<file path="config.mk">
export PLATFORM = sky130hd
export DESIGN_NAME = modified_utf7_to_utf8_decoder_flat
export DESIGN_NICKNAME = d
export VERILOG_FILES = /design/src/sv/mu7d_pkg.sv /design/src/sv/mu7d_if.sv /design/src/sv/mu7d_front.sv /design/src/sv/mu7d_queue.sv /design/src/sv/mu7d_back.sv /design/src/sv/modified_utf7_to_utf8_decoder.sv /design/src/flat_wrapper.sv
export SDC_FILE = /design/constraint.sdc
export NUM_CORES = 1
export LEC_CHECK = 0
export BUFFER_PORTS_ARGS = -buffer_cell sky130_fd_sc_hd__buf_2
export CORE_ASPECT_RATIO = 1.75
export CORE_UTILIZATION = 43
export CTS_CLUSTER_SIZE = 25
export DETAILED_ROUTE_END_ITERATION = 16
export PLACE_DENSITY = 0.61
export SETUP_SLACK_MARGIN = 0.4
export SLEW_MARGIN = 10
export SYNTH_ARGS = -nofsm -noshare
export SYNTH_HDL_FRONTEND = slang
export SYNTH_SLANG_ARGS = --single-unit
</file>
<file path="constraint.sdc">
create_clock -name clk -period 12 [get_ports clk]
set_input_delay 3.6 -clock clk [delete_from_list [all_inputs] [get_ports clk]]
set_output_delay 3.6 -clock clk [all_outputs]
set_load 0.02 [all_outputs]
</file>
<file path="src/sv/mu7d_pkg.sv">
`timescale 1ns / 1ps
`default_nettype none
// ----------------------------------------------------------------------------
// mu7d_pkg
// shared types, constants and the modified base64 lookup for the decoder
// ----------------------------------------------------------------------------
package mu7d_pkg;

  localparam logic [7:0] AMP_CHAR  = 8'h26;
  localparam logic [7:0] DASH_CHAR = 8'h2d;

  localparam int unsigned QUEUE_DEPTH = 4;
  localparam int unsigned QPTR_W      = $clog2(QUEUE_DEPTH);
  localparam int unsigned QCNT_W      = $clog2(QUEUE_DEPTH + 1);

  typedef enum logic {
    JOB_LIT = 1'b0,
    JOB_CP  = 1'b1
  } mu7d_kind_t;

  // one decoded step: a literal byte or a code point to encode
  typedef struct packed {
    mu7d_kind_t  kind;
    logic [20:0] cp;
  } mu7d_job_t;

  typedef struct packed {
    logic full;
    logic empty;
  } mu7d_qstat_t;

  // returns {not_b64, value}
  function automatic logic [6:0] b64_lookup(input logic [7:0] b);
    logic [6:0] r;
    r = 7'h40;
    if (b >= 8'h41 && b <= 8'h5a)      r = {1'b0, 6'(b - 8'h41)};
    else if (b >= 8'h61 && b <= 8'h7a) r = {1'b0, 6'(b - 8'h61 + 8'd26)};
    else if (b >= 8'h30 && b <= 8'h39) r = {1'b0, 6'(b - 8'h30 + 8'd52)};
    else if (b == 8'h2b)               r = {1'b0, 6'd62};
    else if (b == 8'h2c)               r = {1'b0, 6'd63};
    return r;
  endfunction

endpackage
`default_nettype wire

</file>
<file path="src/sv/mu7d_if.sv">
`timescale 1ns / 1ps
`default_nettype none
// ----------------------------------------------------------------------------
// mu7d channel interfaces
// valid/ready channels for encoded input bytes and decoded output bytes
// ----------------------------------------------------------------------------
interface mu7d_in_if;
  logic       valid;
  logic       ready;
  logic [7:0] in_byte;
  logic       final_byte;
  modport source (output valid, in_byte, final_byte, input ready);
  modport sink   (input valid, in_byte, final_byte, output ready);
endinterface

interface mu7d_out_if;
  logic       valid;
  logic       ready;
  logic [7:0] out_byte;
  logic       last_of_run;
  modport source (output valid, out_byte, last_of_run, input ready);
  modport sink   (input valid, out_byte, last_of_run, output ready);
endinterface
`default_nettype wire

</file>
<file path="src/sv/mu7d_front.sv">
`timescale 1ns / 1ps
`default_nettype none
// ----------------------------------------------------------------------------
// mu7d_front
// accepts encoded bytes, tracks mode and base64 bits, pushes decode jobs
// ----------------------------------------------------------------------------
module mu7d_front (
  input  wire                   clk,
  input  wire                   rst_n,
  input  wire                   in_valid,
  output logic                  in_ready,
  input  wire  [7:0]            in_byte,
  input  wire                   in_final,
  input  mu7d_pkg::mu7d_qstat_t q_stat,
  output logic                  push,
  output mu7d_pkg::mu7d_job_t   push_job
);

  logic        run_r,  run_nxt;
  logic        amp_r,  amp_nxt;
  logic [21:0] buf_r,  buf_nxt;
  logic [4:0]  cnt_r,  cnt_nxt;
  logic [20:0] held_r, held_nxt;

  logic        accept;
  logic        run_path;
  logic        lit_path;
  logic [21:0] buf_base;
  logic [4:0]  cnt_base;
  logic [20:0] held_base;
  logic [6:0]  b64;
  logic [21:0] buf_add;
  logic [4:0]  cnt_add;
  logic [4:0]  cnt_rem;
  logic [15:0] unit;
  logic        push_c;
  mu7d_pkg::mu7d_job_t job_c;

  assign in_ready = !q_stat.full;
  assign accept   = in_valid && in_ready;

  always_comb begin
    run_nxt   = run_r;
    amp_nxt   = amp_r;
    buf_nxt   = buf_r;
    cnt_nxt   = cnt_r;
    held_nxt  = held_r;
    push_c    = 1'b0;
    job_c     = '{kind: mu7d_pkg::JOB_LIT, cp: {13'd0, in_byte}};
    run_path  = 1'b0;
    lit_path  = 1'b0;
    buf_base  = buf_r;
    cnt_base  = cnt_r;
    held_base = held_r;
    b64       = mu7d_pkg::b64_lookup(in_byte);
    buf_add   = '0;
    cnt_add   = '0;
    cnt_rem   = '0;
    unit      = '0;

    if (amp_r) begin
      amp_nxt = 1'b0;
      if (in_byte == mu7d_pkg::DASH_CHAR) begin
        push_c = 1'b1;
        job_c  = '{kind: mu7d_pkg::JOB_LIT, cp: {13'd0, mu7d_pkg::AMP_CHAR}};
      end else begin
        run_nxt   = 1'b1;
        buf_base  = '0;
        cnt_base  = '0;
        held_base = '0;
        buf_nxt   = '0;
        cnt_nxt   = '0;
        held_nxt  = '0;
        run_path  = 1'b1;
      end
    end else if (run_r) begin
      run_path = 1'b1;
    end else begin
      lit_path = 1'b1;
    end

    if (run_path) begin
      if (b64[6]) begin
        run_nxt = 1'b0;
        if (in_byte != mu7d_pkg::DASH_CHAR) begin
          lit_path = 1'b1;
        end
      end else begin
        buf_add = {buf_base[15:0], b64[5:0]};
        cnt_add = cnt_base + 5'd6;
        if (cnt_add < 5'd16) begin
          buf_nxt = buf_add;
          cnt_nxt = cnt_add;
        end else begin
          cnt_rem = cnt_add - 5'd16;
          unit    = 16'(buf_add >> cnt_rem);
          buf_nxt = buf_add & ((22'd1 << cnt_rem) - 22'd1);
          cnt_nxt = cnt_rem;
          if (unit >= 16'hd800 && unit <= 16'hdbff) begin
            held_nxt = {1'b0, 10'(unit - 16'hd800), 10'd0};
          end else begin
            if (unit >= 16'hdc00 && unit <= 16'hdfff) begin
              held_nxt = held_base + {11'd0, 10'(unit - 16'hdc00)} + 21'h10000;
            end else begin
              held_nxt = {5'd0, unit};
            end
            push_c = 1'b1;
            job_c  = '{kind: mu7d_pkg::JOB_CP, cp: held_nxt};
          end
        end
      end
    end

    if (lit_path) begin
      if (in_byte == mu7d_pkg::AMP_CHAR) begin
        amp_nxt = 1'b1;
      end else begin
        push_c = 1'b1;
        job_c  = '{kind: mu7d_pkg::JOB_LIT, cp: {13'd0, in_byte}};
      end
    end

    if (in_final) begin
      run_nxt  = 1'b0;
      amp_nxt  = 1'b0;
      buf_nxt  = '0;
      cnt_nxt  = '0;
      held_nxt = '0;
    end
  end

  assign push     = accept && push_c;
  assign push_job = job_c;

  always_ff @(posedge clk) begin
    if (!rst_n) begin
      run_r  <= 1'b0;
      amp_r  <= 1'b0;
      buf_r  <= '0;
      cnt_r  <= '0;
      held_r <= '0;
    end else if (accept) begin
      run_r  <= run_nxt;
      amp_r  <= amp_nxt;
      buf_r  <= buf_nxt;
      cnt_r  <= cnt_nxt;
      held_r <= held_nxt;
    end
  end

`ifndef SYNTHESIS
  a_cnt_range: assert property (@(posedge clk) disable iff (!rst_n) cnt_r <= 5'd15)
    else $error("bit count out of range");
  a_amp_not_run: assert property (@(posedge clk) disable iff (!rst_n) amp_r |-> !run_r)
    else $error("ampersand pending inside a run");
  a_final_reset: assert property (@(posedge clk) disable iff (!rst_n)
    accept && in_final |=> !run_r && !amp_r && cnt_r == 5'd0 && held_r == 21'd0)
    else $error("state not cleared after final byte");
`endif

endmodule
`default_nettype wire

</file>
<file path="src/sv/mu7d_queue.sv">
`timescale 1ns / 1ps
`default_nettype none
// ----------------------------------------------------------------------------
// mu7d_queue
// short job queue between the front and the back
// ----------------------------------------------------------------------------
module mu7d_queue (
  input  wire                   clk,
  input  wire                   rst_n,
  input  wire                   push,
  input  mu7d_pkg::mu7d_job_t   push_job,
  input  wire                   pop,
  output mu7d_pkg::mu7d_job_t   head,
  output mu7d_pkg::mu7d_qstat_t stat
);

  mu7d_pkg::mu7d_job_t              mem_r [mu7d_pkg::QUEUE_DEPTH];
  logic [mu7d_pkg::QPTR_W-1:0]      wr_r, wr_nxt;
  logic [mu7d_pkg::QPTR_W-1:0]      rd_r, rd_nxt;
  logic [mu7d_pkg::QCNT_W-1:0]      cnt_r, cnt_nxt;

  assign stat.full  = (cnt_r == mu7d_pkg::QCNT_W'(mu7d_pkg::QUEUE_DEPTH));
  assign stat.empty = (cnt_r == '0);
  assign head       = mem_r[rd_r];

  always_comb begin
    wr_nxt  = push ? mu7d_pkg::QPTR_W'(wr_r + 1'b1) : wr_r;
    rd_nxt  = pop  ? mu7d_pkg::QPTR_W'(rd_r + 1'b1) : rd_r;
    cnt_nxt = cnt_r;
    if (push && !pop) begin
      cnt_nxt = mu7d_pkg::QCNT_W'(cnt_r + 1'b1);
    end else if (pop && !push) begin
      cnt_nxt = mu7d_pkg::QCNT_W'(cnt_r - 1'b1);
    end
  end

  always_ff @(posedge clk) begin
    if (!rst_n) begin
      wr_r  <= '0;
      rd_r  <= '0;
      cnt_r <= '0;
    end else begin
      wr_r  <= wr_nxt;
      rd_r  <= rd_nxt;
      cnt_r <= cnt_nxt;
    end
  end

  always_ff @(posedge clk) begin
    if (push) begin
      mem_r[wr_r] <= push_job;
    end
  end

`ifndef SYNTHESIS
  a_no_overflow: assert property (@(posedge clk) disable iff (!rst_n) stat.full |-> !push)
    else $error("push into full queue");
  a_no_underflow: assert property (@(posedge clk) disable iff (!rst_n) stat.empty |-> !pop)
    else $error("pop from empty queue");
  a_ptr_track: assert property (@(posedge clk) disable iff (!rst_n)
    mu7d_pkg::QPTR_W'(wr_r - rd_r) == mu7d_pkg::QPTR_W'(cnt_r))
    else $error("queue pointers disagree with fill count");
`endif

endmodule
`default_nettype wire

</file>
<file path="src/sv/mu7d_back.sv">
`timescale 1ns / 1ps
`default_nettype none
// ----------------------------------------------------------------------------
// mu7d_back
// turns queued jobs into utf-8 bytes, one byte per cycle while out_ready allows, into an output reg
// ----------------------------------------------------------------------------
module mu7d_back (
  input  wire                   clk,
  input  wire                   rst_n,
  input  mu7d_pkg::mu7d_job_t   head,
  input  mu7d_pkg::mu7d_qstat_t q_stat,
  output logic                  pop,
  output logic                  out_valid,
  input  wire                   out_ready,
  output logic [7:0]            out_byte,
  output logic                  out_last
);

  logic [1:0] idx_r, idx_nxt;
  logic       ovalid_r, ovalid_nxt;
  logic [7:0] obyte_r;
  logic       olast_r;

  logic [1:0] len_m1;
  logic [1:0] rem;
  logic [7:0] byte_c;
  logic       last_c;
  logic       fire;

  always_comb begin
    if (head.kind == mu7d_pkg::JOB_LIT || head.cp <= 21'h7f) begin
      len_m1 = 2'd0;
    end else if (head.cp <= 21'h7ff) begin
      len_m1 = 2'd1;
    end else if (head.cp <= 21'hffff) begin
      len_m1 = 2'd2;
    end else begin
      len_m1 = 2'd3;
    end
    rem    = len_m1 - idx_r;
    last_c = (idx_r == len_m1);
    if (idx_r == 2'd0) begin
      unique case (len_m1)
        2'd0:    byte_c = head.cp[7:0];
        2'd1:    byte_c = 8'hc0 | {3'd0, head.cp[10:6]};
        2'd2:    byte_c = 8'he0 | {4'd0, head.cp[15:12]};
        default: byte_c = 8'hf0 | {5'd0, head.cp[20:18]};
      endcase
    end else begin
      unique case (rem)
        2'd0:    byte_c = 8'h80 | {2'd0, head.cp[5:0]};
        2'd1:    byte_c = 8'h80 | {2'd0, head.cp[11:6]};
        default: byte_c = 8'h80 | {2'd0, head.cp[17:12]};
      endcase
    end
  end

  assign fire = !q_stat.empty && (!ovalid_r || out_ready);
  assign pop  = fire && last_c;

  always_comb begin
    idx_nxt    = idx_r;
    ovalid_nxt = ovalid_r;
    if (fire) begin
      ovalid_nxt = 1'b1;
      idx_nxt    = last_c ? 2'd0 : 2'(idx_r + 2'd1);
    end else if (out_ready) begin
      ovalid_nxt = 1'b0;
    end
  end

  always_ff @(posedge clk) begin
    if (!rst_n) begin
      idx_r    <= '0;
      ovalid_r <= 1'b0;
    end else begin
      idx_r    <= idx_nxt;
      ovalid_r <= ovalid_nxt;
    end
  end

  always_ff @(posedge clk) begin
    if (fire) begin
      obyte_r <= byte_c;
      olast_r <= last_c;
    end
  end

  assign out_valid = ovalid_r;
  assign out_byte  = obyte_r;
  assign out_last  = olast_r;

`ifndef SYNTHESIS
  a_idx_in_job: assert property (@(posedge clk) disable iff (!rst_n)
    !q_stat.empty |-> idx_r <= len_m1)
    else $error("byte index past end of job");
  a_mid_job_head: assert property (@(posedge clk) disable iff (!rst_n)
    idx_r != 2'd0 |-> !q_stat.empty)
    else $error("job left the queue before its last byte");
  a_idx_step: assert property (@(posedge clk) disable iff (!rst_n)
    fire && !last_c |=> idx_r == 2'($past(idx_r) + 2'd1))
    else $error("byte index did not advance");
`endif

endmodule
`default_nettype wire

</file>
<file path="src/sv/modified_utf7_to_utf8_decoder.sv">
`timescale 1ns / 1ps
`default_nettype none
// ----------------------------------------------------------------------------
// modified_utf7_to_utf8_decoder
// imap modified utf-7 mailbox name bytes in, utf-8 bytes out
// ----------------------------------------------------------------------------
// in_chan carries one encoded byte per request plus final_byte, which marks
// the last byte of a name and returns the decoder to literal mode afterwards.
// out_chan carries zero to four utf-8 bytes per input request; last_of_run is
// set on the last byte that a given input request produced.
// an input byte that yields output is written to the job queue at the
// accepting edge; its first byte then moves into the output register, from
// which the receiver takes it while out_chan.ready is high.
// throughput: one input byte per cycle while the four-entry job queue has
// room; the back end emits one output byte per cycle while the receiver
// keeps out_chan.ready high, and pops a job only with its last byte.
// reset (rst_n low, synchronous) clears decode state, queue and the output
// valid flag. when the receiver holds out_chan.ready low, the output register
// keeps its byte, the queue fills and in_chan.ready drops once it is full.
// ----------------------------------------------------------------------------
module modified_utf7_to_utf8_decoder (
  input  wire        clk,
  input  wire        rst_n,
  mu7d_in_if.sink    in_chan,
  mu7d_out_if.source out_chan
);

  logic                  push;
  logic                  pop;
  mu7d_pkg::mu7d_job_t   push_job;
  mu7d_pkg::mu7d_job_t   head;
  mu7d_pkg::mu7d_qstat_t q_stat;

  mu7d_front u_front (
    .clk      (clk),
    .rst_n    (rst_n),
    .in_valid (in_chan.valid),
    .in_ready (in_chan.ready),
    .in_byte  (in_chan.in_byte),
    .in_final (in_chan.final_byte),
    .q_stat   (q_stat),
    .push     (push),
    .push_job (push_job)
  );

  mu7d_queue u_queue (
    .clk      (clk),
    .rst_n    (rst_n),
    .push     (push),
    .push_job (push_job),
    .pop      (pop),
    .head     (head),
    .stat     (q_stat)
  );

  mu7d_back u_back (
    .clk       (clk),
    .rst_n     (rst_n),
    .head      (head),
    .q_stat    (q_stat),
    .pop       (pop),
    .out_valid (out_chan.valid),
    .out_ready (out_chan.ready),
    .out_byte  (out_chan.out_byte),
    .out_last  (out_chan.last_of_run)
  );

endmodule
`default_nettype wire

</file>
<file path="src/flat_wrapper.sv">
// flat-port wrapper written by rule: the top's interface ports become plain ports
module modified_utf7_to_utf8_decoder_flat 
  (clk, rst_n, in_chan_valid, in_chan_in_byte, in_chan_final_byte, in_chan_ready, out_chan_valid, out_chan_out_byte, out_chan_last_of_run, out_chan_ready);
  mu7d_in_if in_chan_i ();
  mu7d_out_if out_chan_i ();
  input  wire clk;
  input  wire rst_n;
  input wire logic [$bits(in_chan_i.valid)-1:0] in_chan_valid;
  input wire logic [$bits(in_chan_i.in_byte)-1:0] in_chan_in_byte;
  input wire logic [$bits(in_chan_i.final_byte)-1:0] in_chan_final_byte;
  output wire logic [$bits(in_chan_i.ready)-1:0] in_chan_ready;
  output wire logic [$bits(out_chan_i.valid)-1:0] out_chan_valid;
  output wire logic [$bits(out_chan_i.out_byte)-1:0] out_chan_out_byte;
  output wire logic [$bits(out_chan_i.last_of_run)-1:0] out_chan_last_of_run;
  input wire logic [$bits(out_chan_i.ready)-1:0] out_chan_ready;
  assign in_chan_i.valid = in_chan_valid;
  assign in_chan_i.in_byte = in_chan_in_byte;
  assign in_chan_i.final_byte = in_chan_final_byte;
  assign in_chan_ready = in_chan_i.ready;
  assign out_chan_valid = out_chan_i.valid;
  assign out_chan_out_byte = out_chan_i.out_byte;
  assign out_chan_last_of_run = out_chan_i.last_of_run;
  assign out_chan_i.ready = out_chan_ready;
  modified_utf7_to_utf8_decoder u_core (.clk(clk), .rst_n(rst_n), .in_chan(in_chan_i), .out_chan(out_chan_i));
endmodule
</file>
After elaboration in Yosys (flattened, before gate mapping)
Memories as Yosys holds them, arrays and structs flattened. A register that Yosys moved wholly into a read port is not among the register bits.
Index checks and enable logic that the tools add are counted.
{ "totals": {"regBits": 69, "ramBits": 88, "output_inout_bits": 11, "wordCells": 155, "mem_count": 1} }
{ "op_classes": {"addsub": 18, "n_lt_le_gt_ge": 14, "n_eq_ne": 10, "shift": 2, "mux": 72, "n_bitwise": 2, "reduce_logical": 24} }
{ "memory_table": {"columns": ["memory", "words", "width", "read_ports", "rd_ports_with_merged_regs", "write_ports", "line", "rtl"], "rows": [
  ["u_core.u_queue.mem_r", 4, 22, 1, 1, 1, "mu7d_queue.sv:17", "mu7d_pkg::mu7d_job_t mem_r [mu7d_pkg::QUEUE_DEPTH];"]
]} }
{ "op_table": {"columns": ["operator", "n"], "rows": [
  ["$mux 22", 12],
  ["$mux 21", 8],
  ["$mux 7", 5],
  ["$eq 8x6->1 const B", 4],
  ["$ge 16x16->1 const B", 2],
  ["$le 16x16->1 const B", 2],
  ["$mux 5", 6],
  ["$mux 1", 29],
  ["$mux 8", 3],
  ["$pmux 8 s3", 1],
  ["$and 22x22->22", 1],
  ["$shl 1x5->22 const A", 1],
  ["$shr 22x5->16", 1],
  ["$sub 22x1->22 const B", 1],
  ["$add 21x10->21", 1],
  ["$add 21x17->21 const B", 1],
  ["$le 21x11->1 const B", 1],
  ["$le 21x16->1 const B", 1],
  ["$le 21x7->1 const B", 1],
  ["$sub 10x1->10 const B", 2],
  ["$ge 8x7->1 const B", 2],
  ["$le 8x7->1 const B", 2],
  ["$pmux 6 s2", 1],
  ["$sub 6x6->6 const B", 2],
  ["other kinds (26)", 52]
]} }

Logic depth before layout (Yosys ltp)
{ "logic_depth": {"word_depth": 20, "mapped_depth": 28, "mapped_depth_nobuf": 23} }

Modules after synthesis
From an unflattened synthesis, not the netlist that was laid out.
{ "hier_totals": {"hier_cells": 1013, "area_unflattened_um2": 10078.4} }
{ "by_module_without_submodules": {"columns": ["mod", "instances", "cells_per_inst", "area_each_um2", "seq_area_each_um2"], "rows": [
  ["mu7d_front", 1, 756, 5496.5, 880.8],
  ["mu7d_queue", 1, 157, 3623.5, 2822.7],
  ["mu7d_back", 1, 100, 958.4, 330.3]
]} }

Least setup slack after synthesis
OpenSTA, ideal clock, no wires.
{ "synth_timing": {"path_kind": "input to register", "start": "input in_chan_in_byte[4]", "end": "memory u_core.u_queue.mem_r[0][15] in the netlist's numbering, data pin", "setup_ns": 0.230, "t_arrival_ns": 9.777, "path_slack_ns": 1.993, "path_stages": 24, "cell_sequence": "buf_6 or4b_4 buf_6 o21ai_2 buf_2 buf_2 buf_1 nand2_1 ha_1 clkbuf_1 clkbuf_1 clkbuf_1 clkbuf_1 mux2i_1 nand2_1 a221oi_1 ha_1 a21oi_1 nand2_1 a21oi_1 nor4_4 o311a_2 xnor2_1 a2111oi_2"} }
{ "synth_rtl": {"columns": ["item", "line", "rtl"], "rows": [
  ["from (decl)", "flat_wrapper.sv:9", "input wire logic [$bits(in_chan_i.in_byte)-1:0] in_chan_in_byte;"],
  ["to (decl)", "mu7d_queue.sv:17", null]
]} }

Final worst setup path
{ "layout_timing": {"start": "input in_chan_in_byte[4]", "end": "register u_core.u_queue.cnt_r[2] in the netlist's numbering"} }
{ "layout_between": {"elab_chain_cells": 19, "word_cells_on_any_way": 54} }
{ "layout_rtl": {"columns": ["item", "line", "rtl"], "rows": [
  ["branches (longest 14 deep; another with $ge 16x16->1)", null, null],
  ["$mux 1 (*)", "mu7d_front.sv:114", "if (lit_path) begin"],
  ["$logic_and 1x1->1 (*)", "mu7d_front.sv:132", "assign push = accept && push_c;"],
  ["named net u_core.push", "modified_utf7_to_utf8_decoder.sv:28", "logic push;"],
  ["$logic_not 1->1", "mu7d_queue.sv:32", "end else if (pop && !push) begin"],
  ["$logic_and 1x1->1", "mu7d_queue.sv:32", null],
  ["$reduce_bool 2->1 (no line)", null, null],
  ["to (signal assigned)", "mu7d_queue.sv:45", "cnt_r <= cnt_nxt;"],
  ["to (decl)", "mu7d_queue.sv:20", "logic [mu7d_pkg::QCNT_W-1:0] cnt_r, cnt_nxt;"]
]} }
Mark *: on every way through the listed nets, which the timed path passes.
A chain may end at the register's enable or synchronous reset.

==> impl_metrics.tcl <==
set metrics [dict create \
    synthArstFlopShare 0 \
    cp_slowest_cell "ha_2" \
    core_um2 24020 \
    dieArea_um2 25240 \
    synthCells 1106 \
    start_util 0.4400 \
    numCtsBuffers 17 \
    final_cells 1419 \
    die_w_um 120.5 \
    yosys.cell_count.top_type "nand2_1" \
    ys_warn_count 0 \
    max_stage_delay_ps 860 \
    powerDensity_nw_per_um2 141.4 \
    clk_pin_slew_worst_paths_ps 60 \
    via_per_inst 6.397 \
    first_pass_iters 5 \
    post-route-drc-count 0 \
    ys.flop_type "edfxtp_1" \
    rows 75 \
    synth_area_leaders "edfxtp_1 (28%), dfxtp_1 (11%), mux4_2 (6.8%)" \
    critPathTopFamily "simple AND/OR/NAND/NOR gates" \
    avgSynthCellArea_um2 9.557 \
    cp.required_ps 12370 \
    hold_buffers 0 \
    fp.dieH_um 209.4 \
    h-tree-depth 4 \
    grt_pass1_vias 9116 \
    crit_arrival_ps 10510 \
    ios 24 \
    cts_buffer_depth 2 \
    worstSetupStartpointType "input port" \
    routed_wl_mm 32.90 \
    antenna_found_initial 0 \
    synth_common_cells "nand2_1 (113), edfxtp_1 (97), nor2_1 (75), a21oi_1 (70), o21ai_0 (59)" \
    place.gp.congestion 0.9363 \
    clk_latency_ps 450 \
    synth_fp_nets 1153 \
    ys_ff_latch 153 \
    cts_root_buf "clkbuf_16" \
    antenna_cells 0 \
    wl_per_cell_um 23.19 \
    drt-initial-drc-count 685 \
    portBuffers 23 \
    yosysTopAreaCellShare 0.2756 \
    cts_setup_buffers 0 \
    maxCapViolCount 0 \
    placed_cells 1387 \
    cts_tree "done" \
    worst_pin_slew_ps 1111 \
    grt.overflow.total 0 \
    cp.buffers_inverters 5 \
    ant_nets 0 \
    crit_path_max_fanout 34 \
    drive_gt1_frac 0.1377 \
    post-dp-hpwl_mm 24.92 \
    setup_viol_count_final 0 \
    placed_area_um2 10940 \
    slew_viol_final 0 \
    post-route-period-util 0.8453 \
    p_leak_uw 0.003876 \
    nNetsFinal 1145 \
    max_slew_margin 0.2538 \
    nFillCells 2333 \
    fin_setup_tns_ps 0 \
    design_area_um2 11500 \
    layout_min_cycle_time_ps 10140 \
    hold_class "register to register" \
    syn_area_um2 10570 \
    vias 9077 \
    post_cts_resized 0 \
    critPathKind "input port to register" \
    synth.distinct_cells 101 \
    grt_pass1_wl_mm 50.92 \
    area_growth_pct 8.819 \
    grt_max_degree 46 \
    grt_usage 0.2697 \
    cts.sink_count 153 \
    rsz0062_at_grt "false" \
    synth_area_leader_cell "edfxtp_1" \
    synth-seq-area-share 0.3816 \
    synth_edf_count 97 \
    endpoint_kind "register" \
    max-vdd-ir-drop_mv 0.09301 \
    path_cells "buf_2, or4b_4, o21a_4, nor2_4, clkinv_1, ha_2, mux4_2, mux2i_1, a21boi_0, a211oi_1, nor4b_2, nand2b_1, nand2_1, inv_1, buf_4, nor2_1, a21oi_2, ha_1, inv_1, fa_1, xor2_1, or3_1, a21boi_0" \
    hold_viol 0 \
    fin_skew_ps 9.149 \
    fmax_mhz 98.58 \
    status "complete, no violations" \
]
cells by family (layout without fill, tap and decap cells):
| logic type | count (synthesis) | in the layout | share of synthesized area |
|---|---|---|---|
| adders and majority gates | 35 | 35 | 0.04261 |
| AOI/OAI and AO/OA | 323 | 323 | 0.2176 |
| and+or+nand+nor | 397 | 397 | 0.1916 |
| DFF | 153 | 153 | 0.3816 |
| buffers and inverters | 103 | 108 | 0.03989 |
| muxes | 68 | 68 | 0.1036 |
| xor gates and xnor gates | 27 | 27 | 0.02308 |
layer usage:
layer | global-route usage | share of wire | vias to the layer above
li1 | - | - | 4220
met3 | 0.04592 | 0.037 | 139
met2 | 0.4962 | 0.54 | 347
met4 | 0.2090 | 0.078 | 0
met5 | 0 | 0 | -
met1 | 0.2623 | 0.35 | 4371
layout make-up:
class | count | area (µm²) | area share
clock buffers | 22 | 485.5 | 0.04221
clock inverters | 10 | 80.08 | 0.006962
inverters | 33 | 123.9 | 0.01077
multi-input cells | 850 | 6128 | 0.5328
flip-flops and latches | 153 | 4034 | 0.3507
well taps | 308 | 385.4 | 0.03350
repair buffers | 43 | 265.3 | 0.02306
layout by cell type, fill, tap and decap left out, drive strengths merged, types with 11 or more instances in the layout:
cell	Yosys	final
nand2b	13	13
and3	13	13
mux2i	25	25
o21ai	62	62
nand2	115	115
xnor2	19	19
edfxtp	97	97
ha	32	32
nand3	38	38
o211ai	13	13
and2	28	28
clkbuf	49	22
dfxtp	56	56
a21oi	72	72
nor2	77	77
a211oi	13	13
o21a	11	11
inv	32	36
a22oi	13	13
nor2b	27	27
nand4	14	14
a31oi	11	11
buf	21	43
a32oi	18	18
mux4	32	32
mux2	11	11
nor3	30	30
worst register-to-register path, cell delays in order, from the launching register on:
cell and delay [ps]:
dfxtp_1 300, buf_4 400, inv_1 290, nor2_4 250, clkinv_1 310, ha_2 860, mux4_2 340, mux2i_1 90
a21boi_0 150, a211oi_1 540, nor4b_2 180, nand2b_1 280, nand2_1 400, inv_1 140, buf_4 250, nor2_1 100
a21oi_2 480, ha_1 300, inv_1 60, fa_1 370, xor2_1 180, or3_1 300, a21boi_0 170
path summary, 6_finish.rpt:
check / from / end / slack (ps) / cells past startpoint
worst min register to register: u_core.u_front.held_r[9]$_SDFFE_PN0P_ / u_core.u_front.held_r[9]$_SDFFE_PN0P_ / 450 / 2
worst min-delay path: u_core.u_front.held_r[9]$_SDFFE_PN0P_ / u_core.u_front.held_r[9]$_SDFFE_PN0P_ / 450 / 2
worst max register to register: u_core.u_front.cnt_r[1]$_SDFFE_PN0P_ / u_core.u_queue.cnt_r[2]$_SDFFE_PN0P_ / 5160 / 22
worst max-delay path: in_chan_in_byte[4] / u_core.u_queue.cnt_r[2]$_SDFFE_PN0P_ / 1860 / 23
report_power, final:
part / switching [µW] / internal, µW / total [µW]
logic: 280 / 171 / 451
clock network: 230 / 291 / 521
registers: 19.0 / 636 / 655
state kept, by name, summed over array words and instances, names as in the netlist, 2 cells and up, named ones only:
register	flops
u_core.u_queue.mem_r	88
u_core.u_front.held_r	21
u_core.u_front.buf_r	16
u_core.u_back.out_byte	8
u_core.u_front.cnt_r	5
u_core.u_queue.cnt_r	3
u_core.u_back.idx_r	2
u_core.u_queue.rd_r	2
u_core.u_queue.wr_r	2
per-stage QoR:
| stage | total power, µW | hold slack (ps) | setup WS, ps | util |
|---|---|---|---|---|
| floorplan | 993.2 | 416.7 | 1993 | - |
| global placement | 1117 | 427.1 | 1734 | 0.4553 |
| detailed placement | 1122 | 437.2 | 1535 | 0.4553 |
| CTS | 1643 | 451.9 | 1996 | 0.4788 |
| global route | 1715 | 504.5 | 1413 | 0.4788 |
| finish | 1626 | 452.5 | 1856 | 0.4788 |
(Power assumes the default switching activity.)
